<file path="src/rtl/core/ulrp_pkg.sv">
// ----------------------------------------------------------------------------
// ulrp_pkg
// Shared types and constants of the location response parser.
// ----------------------------------------------------------------------------
package ulrp_pkg;

  localparam int AnchorCapacity = 10;
  localparam logic [7:0] TagReturn   = 8'h40;
  localparam logic [7:0] TagPosition = 8'h41;
  localparam logic [4:0] RecordLastByte = 5'd19;  // 20-byte anchor record
  localparam logic [4:0] WordLastByte   = 5'd3;

  typedef enum logic [3:0] {
    PH_IDLE      = 4'd0,
    PH_RET_TAG   = 4'd1,
    PH_RET_LEN   = 4'd2,
    PH_RET_ERR   = 4'd3,
    PH_POS_TAG   = 4'd4,
    PH_POS_LEN   = 4'd5,
    PH_X         = 4'd6,
    PH_Y         = 4'd7,
    PH_Z         = 4'd8,
    PH_QUAL      = 4'd9,
    PH_ANC_TAG   = 4'd10,
    PH_ANC_LEN   = 4'd11,
    PH_ANC_COUNT = 4'd12,
    PH_RECORD    = 4'd13
  } phase_e;

  typedef enum logic [1:0] {
    KIND_POS    = 2'd0,
    KIND_ANCHOR = 2'd1,
    KIND_DONE   = 2'd2,
    KIND_ERROR  = 2'd3
  } kind_e;

  typedef enum logic [2:0] {
    ERR_NONE      = 3'd0,
    ERR_RET_TAG   = 3'd1,
    ERR_DEVICE    = 3'd2,
    ERR_POS_TAG   = 3'd3,
    ERR_TRUNCATED = 3'd4
  } err_e;

  typedef struct packed {
    logic [7:0] rx_byte;
    logic       frame_first;
    logic       frame_last;
  } in_word_t;

  typedef struct packed {
    kind_e        result_kind;
    err_e         error_code;
    logic [31:0]  pos_x;
    logic [31:0]  pos_y;
    logic [31:0]  pos_z;
    logic [3:0]   anchor_slot;
    logic [15:0]  anchor_id;
    logic [31:0]  anchor_range;
    logic [4:0]   stored_anchors;
    logic         anchor_overflow;
  } result_t;

endpackage

</file>
<file path="src/rtl/core/ulrp_in_stage.sv">
// ----------------------------------------------------------------------------
// ulrp_in_stage
// Input register: captures one byte word and holds it until the parser
// takes it.
// ----------------------------------------------------------------------------
module ulrp_in_stage import ulrp_pkg::*; (
  input  logic     clk_i,
  input  logic     rst_ni,
  input  logic     in_valid_i,
  output logic     in_stall_o,
  input  in_word_t in_word_i,
  input  logic     take_i,
  output logic     word_valid_o,
  output in_word_t word_o
);

  logic     v_q;
  in_word_t w_q;

  assign in_stall_o   = v_q & ~take_i;
  assign word_valid_o = v_q;
  assign word_o       = w_q;

  always_ff @(posedge clk_i or negedge rst_ni) begin
    if (!rst_ni) begin
      v_q <= 1'b0;
    end else if (!in_stall_o) begin
      v_q <= in_valid_i;
    end
  end

  always_ff @(posedge clk_i) begin
    if (in_valid_i && !in_stall_o) begin
      w_q <= in_word_i;
    end
  end

endmodule

</file>
<file path="src/rtl/core/ulrp_parser.sv">
// ----------------------------------------------------------------------------
// ulrp_parser
// Running parse state and the per-byte decode: tag checks, little-endian
// word assembly, anchor record walk and result selection.
// ----------------------------------------------------------------------------
module ulrp_parser import ulrp_pkg::*; (
  input  logic     clk_i,
  input  logic     rst_ni,
  input  logic     fire_i,
  input  in_word_t word_i,
  output logic     emit_o,
  output result_t  res_o
);

  phase_e      phase_q, phase_d;
  logic [4:0]  fbc_q, fbc_d;
  logic [31:0] asm_q, asm_d;
  logic [31:0] x_q, x_d;
  logic [31:0] y_q, y_d;
  logic [15:0] id_q, id_d;
  logic [7:0]  ann_q, ann_d;
  logic [7:0]  rec_q, rec_d;

  phase_e      phase_c;
  logic [4:0]  fbc_c;
  logic [7:0]  ann_c;
  logic [7:0]  rec_c;
  logic [1:0]  k;
  logic [31:0] word_new;
  logic        err_hit;
  err_e        err_code;
  logic        done_hit;
  logic        pos_due;
  logic        anc_due;
  logic        active;

  // Byte lane for word assembly: position words use the count directly,
  // record distance starts two bytes into the record.
  always_comb begin
    fbc_c = word_i.frame_first ? 5'd0 : fbc_q;
    if (phase_c == PH_RECORD) begin
      k = 2'(fbc_c - 5'd2);
    end else begin
      k = fbc_c[1:0];
    end
    word_new = ((k == 2'd0) ? 32'd0 : asm_q) | (32'(word_i.rx_byte) << {k, 3'b000});
  end

  always_comb begin
    phase_c = word_i.frame_first ? PH_RET_TAG : phase_q;
    ann_c   = word_i.frame_first ? 8'd0 : ann_q;
    rec_c   = word_i.frame_first ? 8'd0 : rec_q;

    phase_d  = phase_c;
    fbc_d    = fbc_c;
    asm_d    = asm_q;
    x_d      = x_q;
    y_d      = y_q;
    id_d     = id_q;
    ann_d    = ann_c;
    rec_d    = rec_c;
    err_hit  = 1'b0;
    err_code = ERR_NONE;
    done_hit = 1'b0;
    pos_due  = 1'b0;
    anc_due  = 1'b0;
    active   = 1'b1;

    case (phase_c)
      PH_RET_TAG: begin
        phase_d = PH_RET_LEN;
        if (word_i.rx_byte != TagReturn) begin
          err_hit  = 1'b1;
          err_code = ERR_RET_TAG;
        end
      end
      PH_RET_LEN: phase_d = PH_RET_ERR;
      PH_RET_ERR: begin
        phase_d = PH_POS_TAG;
        if (word_i.rx_byte != 8'd0) begin
          err_hit  = 1'b1;
          err_code = ERR_DEVICE;
        end
      end
      PH_POS_TAG: begin
        phase_d = PH_POS_LEN;
        if (word_i.rx_byte != TagPosition) begin
          err_hit  = 1'b1;
          err_code = ERR_POS_TAG;
        end
      end
      PH_POS_LEN: begin
        fbc_d   = 5'd0;
        phase_d = PH_X;
      end
      PH_X, PH_Y, PH_Z: begin
        asm_d = word_new;
        if (fbc_c >= WordLastByte) begin
          fbc_d = 5'd0;
          case (phase_c)
            PH_X: begin
              x_d     = word_new;
              phase_d = PH_Y;
            end
            PH_Y: begin
              y_d     = word_new;
              phase_d = PH_Z;
            end
            default: begin
              phase_d = PH_QUAL;
              pos_due = 1'b1;
            end
          endcase
        end else begin
          fbc_d = fbc_c + 5'd1;
        end
      end
      PH_QUAL:    phase_d = PH_ANC_TAG;
      PH_ANC_TAG: phase_d = PH_ANC_LEN;
      PH_ANC_LEN: phase_d = PH_ANC_COUNT;
      PH_ANC_COUNT: begin
        ann_d   = word_i.rx_byte;
        rec_d   = 8'd0;
        fbc_d   = 5'd0;
        phase_d = PH_RECORD;
        if (word_i.rx_byte == 8'd0) begin
          done_hit = 1'b1;
        end
      end
      PH_RECORD: begin
        if (fbc_c == 5'd0) begin
          id_d = {8'd0, word_i.rx_byte};
        end else if (fbc_c == 5'd1) begin
          id_d = {word_i.rx_byte, id_q[7:0]};
        end else if (fbc_c <= 5'd5) begin
          asm_d = word_new;
          if (fbc_c == 5'd5 && rec_c < 8'(AnchorCapacity)) begin
            anc_due = 1'b1;
          end
        end
        if (fbc_c >= RecordLastByte) begin
          fbc_d = 5'd0;
          rec_d = rec_c + 8'd1;
          if (rec_d >= ann_c) begin
            done_hit = 1'b1;
          end
        end else begin
          fbc_d = fbc_c + 5'd1;
        end
      end
      default: begin
        phase_d = PH_IDLE;
        active  = 1'b0;
      end
    endcase

    // Build the result; unused fields stay zero.
    res_o  = '0;
    emit_o = 1'b0;
    if (active) begin
      if (err_hit) begin
        emit_o            = 1'b1;
        res_o.result_kind = KIND_ERROR;
        res_o.error_code  = err_code;
        phase_d           = PH_IDLE;
      end else if (done_hit) begin
        emit_o               = 1'b1;
        res_o.result_kind    = KIND_DONE;
        res_o.anchor_overflow = (ann_d > 8'(AnchorCapacity));
        res_o.stored_anchors = res_o.anchor_overflow ? 5'(AnchorCapacity) : ann_d[4:0];
        phase_d              = PH_IDLE;
      end else if (word_i.frame_last) begin
        emit_o            = 1'b1;
        res_o.result_kind = KIND_ERROR;
        res_o.error_code  = ERR_TRUNCATED;
        phase_d           = PH_IDLE;
      end else if (pos_due) begin
        emit_o            = 1'b1;
        res_o.result_kind = KIND_POS;
        res_o.pos_x       = x_q;
        res_o.pos_y       = y_q;
        res_o.pos_z       = word_new;
      end else if (anc_due) begin
        emit_o             = 1'b1;
        res_o.result_kind  = KIND_ANCHOR;
        res_o.anchor_slot  = rec_c[3:0];
        res_o.anchor_id    = id_q;
        res_o.anchor_range = word_new;
      end
    end
    emit_o = emit_o & fire_i;
  end

  always_ff @(posedge clk_i or negedge rst_ni) begin
    if (!rst_ni) begin
      phase_q <= PH_IDLE;
      fbc_q   <= 5'd0;
      ann_q   <= 8'd0;
      rec_q   <= 8'd0;
    end else if (fire_i) begin
      phase_q <= phase_d;
      fbc_q   <= fbc_d;
      ann_q   <= ann_d;
      rec_q   <= rec_d;
    end
  end

  always_ff @(posedge clk_i) begin
    if (fire_i) begin
      asm_q <= asm_d;
      x_q   <= x_d;
      y_q   <= y_d;
      id_q  <= id_d;
    end
  end

endmodule

</file>
<file path="src/rtl/core/ulrp_out_stage.sv">
// ----------------------------------------------------------------------------
// ulrp_out_stage
// Result register: holds a result word until the consumer takes it.
// ----------------------------------------------------------------------------
module ulrp_out_stage import ulrp_pkg::*; (
  input  logic    clk_i,
  input  logic    rst_ni,
  input  logic    load_i,
  input  result_t res_i,
  output logic    ready_o,
  output logic    out_valid_o,
  input  logic    out_stall_i,
  output result_t res_o
);

  logic    v_q;
  result_t r_q;

  assign ready_o     = ~v_q | ~out_stall_i;
  assign out_valid_o = v_q;
  assign res_o       = r_q;

  always_ff @(posedge clk_i or negedge rst_ni) begin
    if (!rst_ni) begin
      v_q <= 1'b0;
    end else if (ready_o) begin
      v_q <= load_i;
    end
  end

  always_ff @(posedge clk_i) begin
    if (ready_o && load_i) begin
      r_q <= res_i;
    end
  end

endmodule

</file>
<file path="src/rtl/core/uwb_location_response_parser.sv">
// A byte that yields a result passes from the input register through the
// parser decode into the result register; a stalled result side delays it.
// Throughput: one byte per cycle while the result side does not stall; the
// parser's per-byte state update is the single loop.
// Reset: rst_ni clears the parse phase and both stage valids; the parser then
// ignores bytes until one marked frame_first arrives.
// ----------------------------------------------------------------------------
// uwb_location_response_parser
// Streaming parser of a UWB location response: position, anchor records,
// done and error results.
// ----------------------------------------------------------------------------
module uwb_location_response_parser import ulrp_pkg::*; (
  input  logic        clk_i,
  input  logic        rst_ni,
  input  logic        in_valid_i,
  output logic        in_stall_o,
  input  logic [7:0]  rx_byte_i,
  input  logic        frame_first_i,
  input  logic        frame_last_i,
  output logic        out_valid_o,
  input  logic        out_stall_i,
  output logic [1:0]  result_kind_o,
  output logic [2:0]  error_code_o,
  output logic [31:0] pos_x_o,
  output logic [31:0] pos_y_o,
  output logic [31:0] pos_z_o,
  output logic [3:0]  anchor_slot_o,
  output logic [15:0] anchor_id_o,
  output logic [31:0] anchor_range_o,
  output logic [4:0]  stored_anchors_o,
  output logic        anchor_overflow_o
);

  in_word_t in_word;
  in_word_t word;
  logic     word_valid;
  logic     out_ready;
  logic     fire;
  logic     emit;
  result_t  res;
  result_t  res_q;

  assign in_word = '{rx_byte: rx_byte_i, frame_first: frame_first_i,
                     frame_last: frame_last_i};
  assign fire    = word_valid & out_ready;

  ulrp_in_stage u_in (
    .clk_i        (clk_i),
    .rst_ni       (rst_ni),
    .in_valid_i   (in_valid_i),
    .in_stall_o   (in_stall_o),
    .in_word_i    (in_word),
    .take_i       (out_ready),
    .word_valid_o (word_valid),
    .word_o       (word)
  );

  ulrp_parser u_parse (
    .clk_i  (clk_i),
    .rst_ni (rst_ni),
    .fire_i (fire),
    .word_i (word),
    .emit_o (emit),
    .res_o  (res)
  );

  ulrp_out_stage u_out (
    .clk_i       (clk_i),
    .rst_ni      (rst_ni),
    .load_i      (emit),
    .res_i       (res),
    .ready_o     (out_ready),
    .out_valid_o (out_valid_o),
    .out_stall_i (out_stall_i),
    .res_o       (res_q)
  );

  assign result_kind_o     = res_q.result_kind;
  assign error_code_o      = res_q.error_code;
  assign pos_x_o           = res_q.pos_x;
  assign pos_y_o           = res_q.pos_y;
  assign pos_z_o           = res_q.pos_z;
  assign anchor_slot_o     = res_q.anchor_slot;
  assign anchor_id_o       = res_q.anchor_id;
  assign anchor_range_o    = res_q.anchor_range;
  assign stored_anchors_o  = res_q.stored_anchors;
  assign anchor_overflow_o = res_q.anchor_overflow;

endmodule

</file>
<file path="config.mk">
export PLATFORM = sky130hd
export DESIGN_NAME = uwb_location_response_parser
export DESIGN_NICKNAME = d
export VERILOG_FILES = /design/src/rtl/core/ulrp_pkg.sv /design/src/rtl/core/ulrp_in_stage.sv /design/src/rtl/core/ulrp_parser.sv /design/src/rtl/core/ulrp_out_stage.sv /design/src/rtl/core/uwb_location_response_parser.sv
export SDC_FILE = /design/constraint.sdc
export NUM_CORES = 1
export LEC_CHECK = 0
export BUFFER_PORTS_ARGS = -buffer_cell sky130_fd_sc_hd__buf_4
export CAP_MARGIN = 15
export CORE_MARGIN = 2
export CORE_UTILIZATION = 64
export CTS_BUF_LIST = sky130_fd_sc_hd__clkbuf_4 sky130_fd_sc_hd__clkbuf_8
export CTS_CLUSTER_SIZE = 8
export DETAILED_ROUTE_END_ITERATION = 10
export MAX_ROUTING_LAYER = met4
export PLACE_DENSITY = 0.95
export SYNTH_ARGS = -nofsm -noshare
export SYNTH_HDL_FRONTEND = slang
export SYNTH_SLANG_ARGS = --single-unit
export TNS_END_PERCENT = 30
</file>
<file path="constraint.sdc">
create_clock -name clk_i -period 51.4 [get_ports clk_i]
set_clock_uncertainty 0.1 [all_clocks]
set_input_delay 2.57 -clock clk_i [delete_from_list [all_inputs] [get_ports clk_i]]
set_output_delay 2.57 -clock clk_i [all_outputs]
set_load 0.02 [all_outputs]
</file>
==> parameters.txt <==
Parameter                              Value

Run status
  Outcome    finished, final reports clean

CTS
  Clock Root Buffer    sky130_fd_sc_hd__clkbuf_8
  Number of buffers on the longest clock path    3
  TritonCTS clock tree    built
  Post-CTS Hold Buffers    0
  Post-CTS setup buffers    0
  Number of cells upsized or downsized after cts    0
  Level count of the clock H-tree    2
  Clock-pin slew reported for the worst setup and hold paths after clock tree synthesis    0.06 ns
  Num CTS Buffers    46
  Number of sinks on the clock net    308
  Latest clock arrival within the worst-skew pair    0.57 ns

Global route
  Initial antenna violation count    0
  Grt met2 use    46.6%
  Gr usage total    28.3%
  Global-route wire length before repair    41.6 mm
  Overflow left after global routing    0
  Global routing met3 resource utilization    5.38%
  Vias in the first global route    7511
  Maximum number of pins on one net before global-route repair    76
  Met1 GRT Util    34.7%
  Busiest metal layer after global routing    met2

Logic synthesis
  Yosys top cell by area    sky130_fd_sc_hd__edfxtp_1
  Share of the yosys chip area belonging to registers    74.4%
  Share of synthesized cell area in and, or, nand and nor gates    14.3%
  Count of synthesis-stage warnings from yosys    0
  Synthesized-area fraction occupied by ao, oa, aoi and oai cells    6.04%
  Mux cell area share after synthesis    1.01%
  Cell Area, Synth    0.0122 mm2
  Synth top area share    68.9%
  Mapped Avg Cell Area    14.7 um2
  Proportion of register bits with asynchronous set or reset after synthesis    8.77%
  Largest family of logic cells by synthesized area    simple AND/OR/NAND/NOR gates
  Most common cell in the synthesized netlist    sky130_fd_sc_hd__edfxtp_1
  Post-synthesis share of cell area spent on full adders, half adders and majority gates    1.23%
  Count of cell types in the netlist    63
  Post-Synthesis Cells    835
  Number of register bits inferred by synthesis    308
  Synth Flop Type    sky130_fd_sc_hd__edfxtp_1
  Total nets after synthesis    861
  Main area contributors after synthesis    sky130_fd_sc_hd__edfxtp_1 69%, sky130_fd_sc_hd__dfrtp_1 5.5%, sky130_fd_sc_hd__and2_1 5.0%
  Post-synth EDFFs    281
  Post-synth top cells    281 x sky130_fd_sc_hd__edfxtp_1, 97 x sky130_fd_sc_hd__and2_1, 74 x sky130_fd_sc_hd__nor2_1
  Xor/xnor cell area share of the yosys netlist    0.429%

Placement
  Weighted congestion reported at the end of routability-driven placement    0.900
  Detailed placement HPWL    17.7 mm
  Placed cell count    1205
  Port-buffer cells    174
  Area of placed instances    0.0137 mm2

Drt
  Router iterations before antenna repair    6
  Detail Route Antenna Nets    0
  Average detailed-routed wire length per instance    21.9 um
  Ratio of routed vias to standard cells    6.10
  Total via count in the routed design    7816
  Initial detailed-routing violation count    893
  DR DRC count    0
  Total wire length    28.0 mm

Critical path
  Max incr delay on CP    0.15 ns
  Worst-path maximum fanout    3
  Flop-to-flop setup slack    46.03 ns
  Worst-path cell chain    buf_4, nand3_1, inv_1, buf_4
  Destination of the worst register-to-register timing path    u_out.res_o[7]$_SDFFCE_PP0P_
  Buffers & Inverters on Critical Path    3
  R2r startpoint    u_in.word_o[1]$_DFFE_PP_
  Count of cells along the worst register-to-register path    13
  Library cell contributing the largest single delay on the critical path    sky130_fd_sc_hd__buf_4
  Data required time at the worst endpoint    48.73 ns
  Crit-path most repeated cell    sky130_fd_sc_hd__buf_4
  Kind of capture point of the worst setup path    output port
  Category of the worst setup path launch point    primary input
  Critical setup path kind    in -> out
  Crit path max-delay family    buffers and inverters
  Arrival time worst endpoint    3.00 ns

STA
  Achievable Freq    0.176 GHz
  Final Hold Viols    0
  Unrepaired setup endpoints after global routing    false
  Number of pins exceeding their max-slew limit in the final report    0
  Worst-margin pin slew    1.13 ns
  Worst-case headroom to the max-slew limit    24.5%
  Final setup fails    0
  Final TNS setup    0 ns
  Min cycle time layout    5.67 ns
  Final worst-path cycle share    11.0%

Die
  Ports    175
  Std-Cell Rows    50
  Die footprint    0.0203 mm2
  Initial Util    65.2%
  Die Ht    142 um
  DIE WIDTH    142 um
  Core ar.    0.0188 mm2

Min path
  Hold/Removal Path Class    reg -> reg
  Number of cells traversed by the worst hold path    1
  Origin of the worst min-delay path    u_parse.ann_q[1]$_DFFE_PN0P_
  Capture endpoint of the worst hold path    u_parse.ann_q[1]$_DFFE_PN0P_

Pwr
  VDD IR-drop max    22.9 uV
  Leakage dissipation    5.51 nW
  Pwr/cell area    42.5 mW/mm2

Cells and area
  Final cell count without fillers    1281
  Growth of design area from synthesis to finish    19.2%
  Diodes inserted    0
  Summed area of non-filler cells in the final layout    0.0146 mm2
  Final-stage net count    1047
  Proportion of layout cells with a drive suffix above 1    27.5%

Flow run
  # Max-Cap Violations    0
[kinds of logic (layout without fill, tap and decap cells)]
kind of cell | count (synthesis) | after routing
compound gates | 108 | 108
xor+xnor | 6 | 6
fa+ha+maj | 12 | 12
buf+inv | 72 | 284
flops | 308 | 308
mux | 12 | 12
other cells | 1 | 1
simple gates | 316 | 316
[cells in the final DEF, fill, tap and decap left out, types with 5 or more instances in the layout]
| master | netlist | layout |
|---|---|---|
| sky130_fd_sc_hd__a21oi_1 | 34 | 33 |
| sky130_fd_sc_hd__clkbuf_8 | 0 | 47 |
| sky130_fd_sc_hd__edfxtp_1 | 281 | 281 |
| sky130_fd_sc_hd__nand2_1 | 36 | 36 |
| sky130_fd_sc_hd__nor2b_1 | 8 | 8 |
| sky130_fd_sc_hd__mux2i_1 | 9 | 9 |
| sky130_fd_sc_hd__nor2_1 | 74 | 74 |
| sky130_fd_sc_hd__o21ai_0 | 12 | 12 |
| sky130_fd_sc_hd__ha_1 | 12 | 12 |
| sky130_fd_sc_hd__and2_1 | 97 | 96 |
| sky130_fd_sc_hd__nand4_1 | 5 | 5 |
| sky130_fd_sc_hd__clkbuf_4 | 0 | 21 |
| sky130_fd_sc_hd__nand3_1 | 9 | 9 |
| sky130_fd_sc_hd__nor3_1 | 32 | 31 |
| sky130_fd_sc_hd__a22oi_1 | 8 | 8 |
| sky130_fd_sc_hd__inv_1 | 25 | 25 |
| sky130_fd_sc_hd__nand2b_1 | 15 | 15 |
| sky130_fd_sc_hd__nor3_2 | 14 | 15 |
| sky130_fd_sc_hd__dfrtp_1 | 27 | 27 |
| sky130_fd_sc_hd__a22o_1 | 14 | 14 |
| sky130_fd_sc_hd__buf_4 | 1 | 183 |
[cell type report]
type	count	area, um2
sequential	308	9110
tap	234	293
fill	993	4180
timing repair buffer	185	1390
clock buffer	67	797
multi-input combinational	455	2870
clock inverter	7	38.8
inverter	25	93.8
[sequential cells by signal, summed over array words and instances (netlist names)]
register,count
u_parse.phase_q,4
u_out.res_o,159
u_in.word_valid_o,1
u_parse.x_q,32
u_parse.fbc_q,5
u_in.word_o,10
u_parse.ann_q,8
u_parse.y_q,32
u_parse.id_q,16
u_parse.asm_q,32
u_parse.rec_q,8
u_out.out_valid_o,1
[per-stage QoR]
stage | power, mW | worst slack [ns] | util, % | hold slack, ns
after floorplan | 0.401 | 35.34 | - | 0.321
after global placement | 0.433 | 45.76 | 73.2 | 0.384
after detailed placement | 0.438 | 45.73 | 73.2 | 0.380
after CTS | 0.620 | 45.73 | 77.7 | 0.393
after global routing | 0.638 | 45.69 | 77.8 | 0.397
final | 0.620 | 45.73 | 77.8 | 0.388
[where the power goes]
group	switching [mW]	total (mW)	internal, mW
clock network	0.0863	0.185	0.0985
logic	0.0764	0.112	0.0355
registers	0.0144	0.323	0.309
total	0.177	0.620	0.443
[how the worst max path moves through the flow]
stage	start	end	slack, ns	cells after the start
after floorplan	u_in.word_o[1]$_DFFE_PP_	u_out.res_o[0]$_SDFFCE_PP0P_	35.34	15
after global placement	out_stall_i	in_stall_o	45.76	4
after detailed placement	out_stall_i	in_stall_o	45.73	4
after CTS	out_stall_i	in_stall_o	45.73	4
after global routing	out_stall_i	in_stall_o	45.69	4
final	out_stall_i	in_stall_o	45.73	4
[per-layer routing]
layer	vias up	routed length, um
li1	3438	-
met1	3793	10100
met2	505	14400
met3	80	2600
met4	0	958
met5	-	0
No activity file was read; power rests on OpenSTA's default activity.
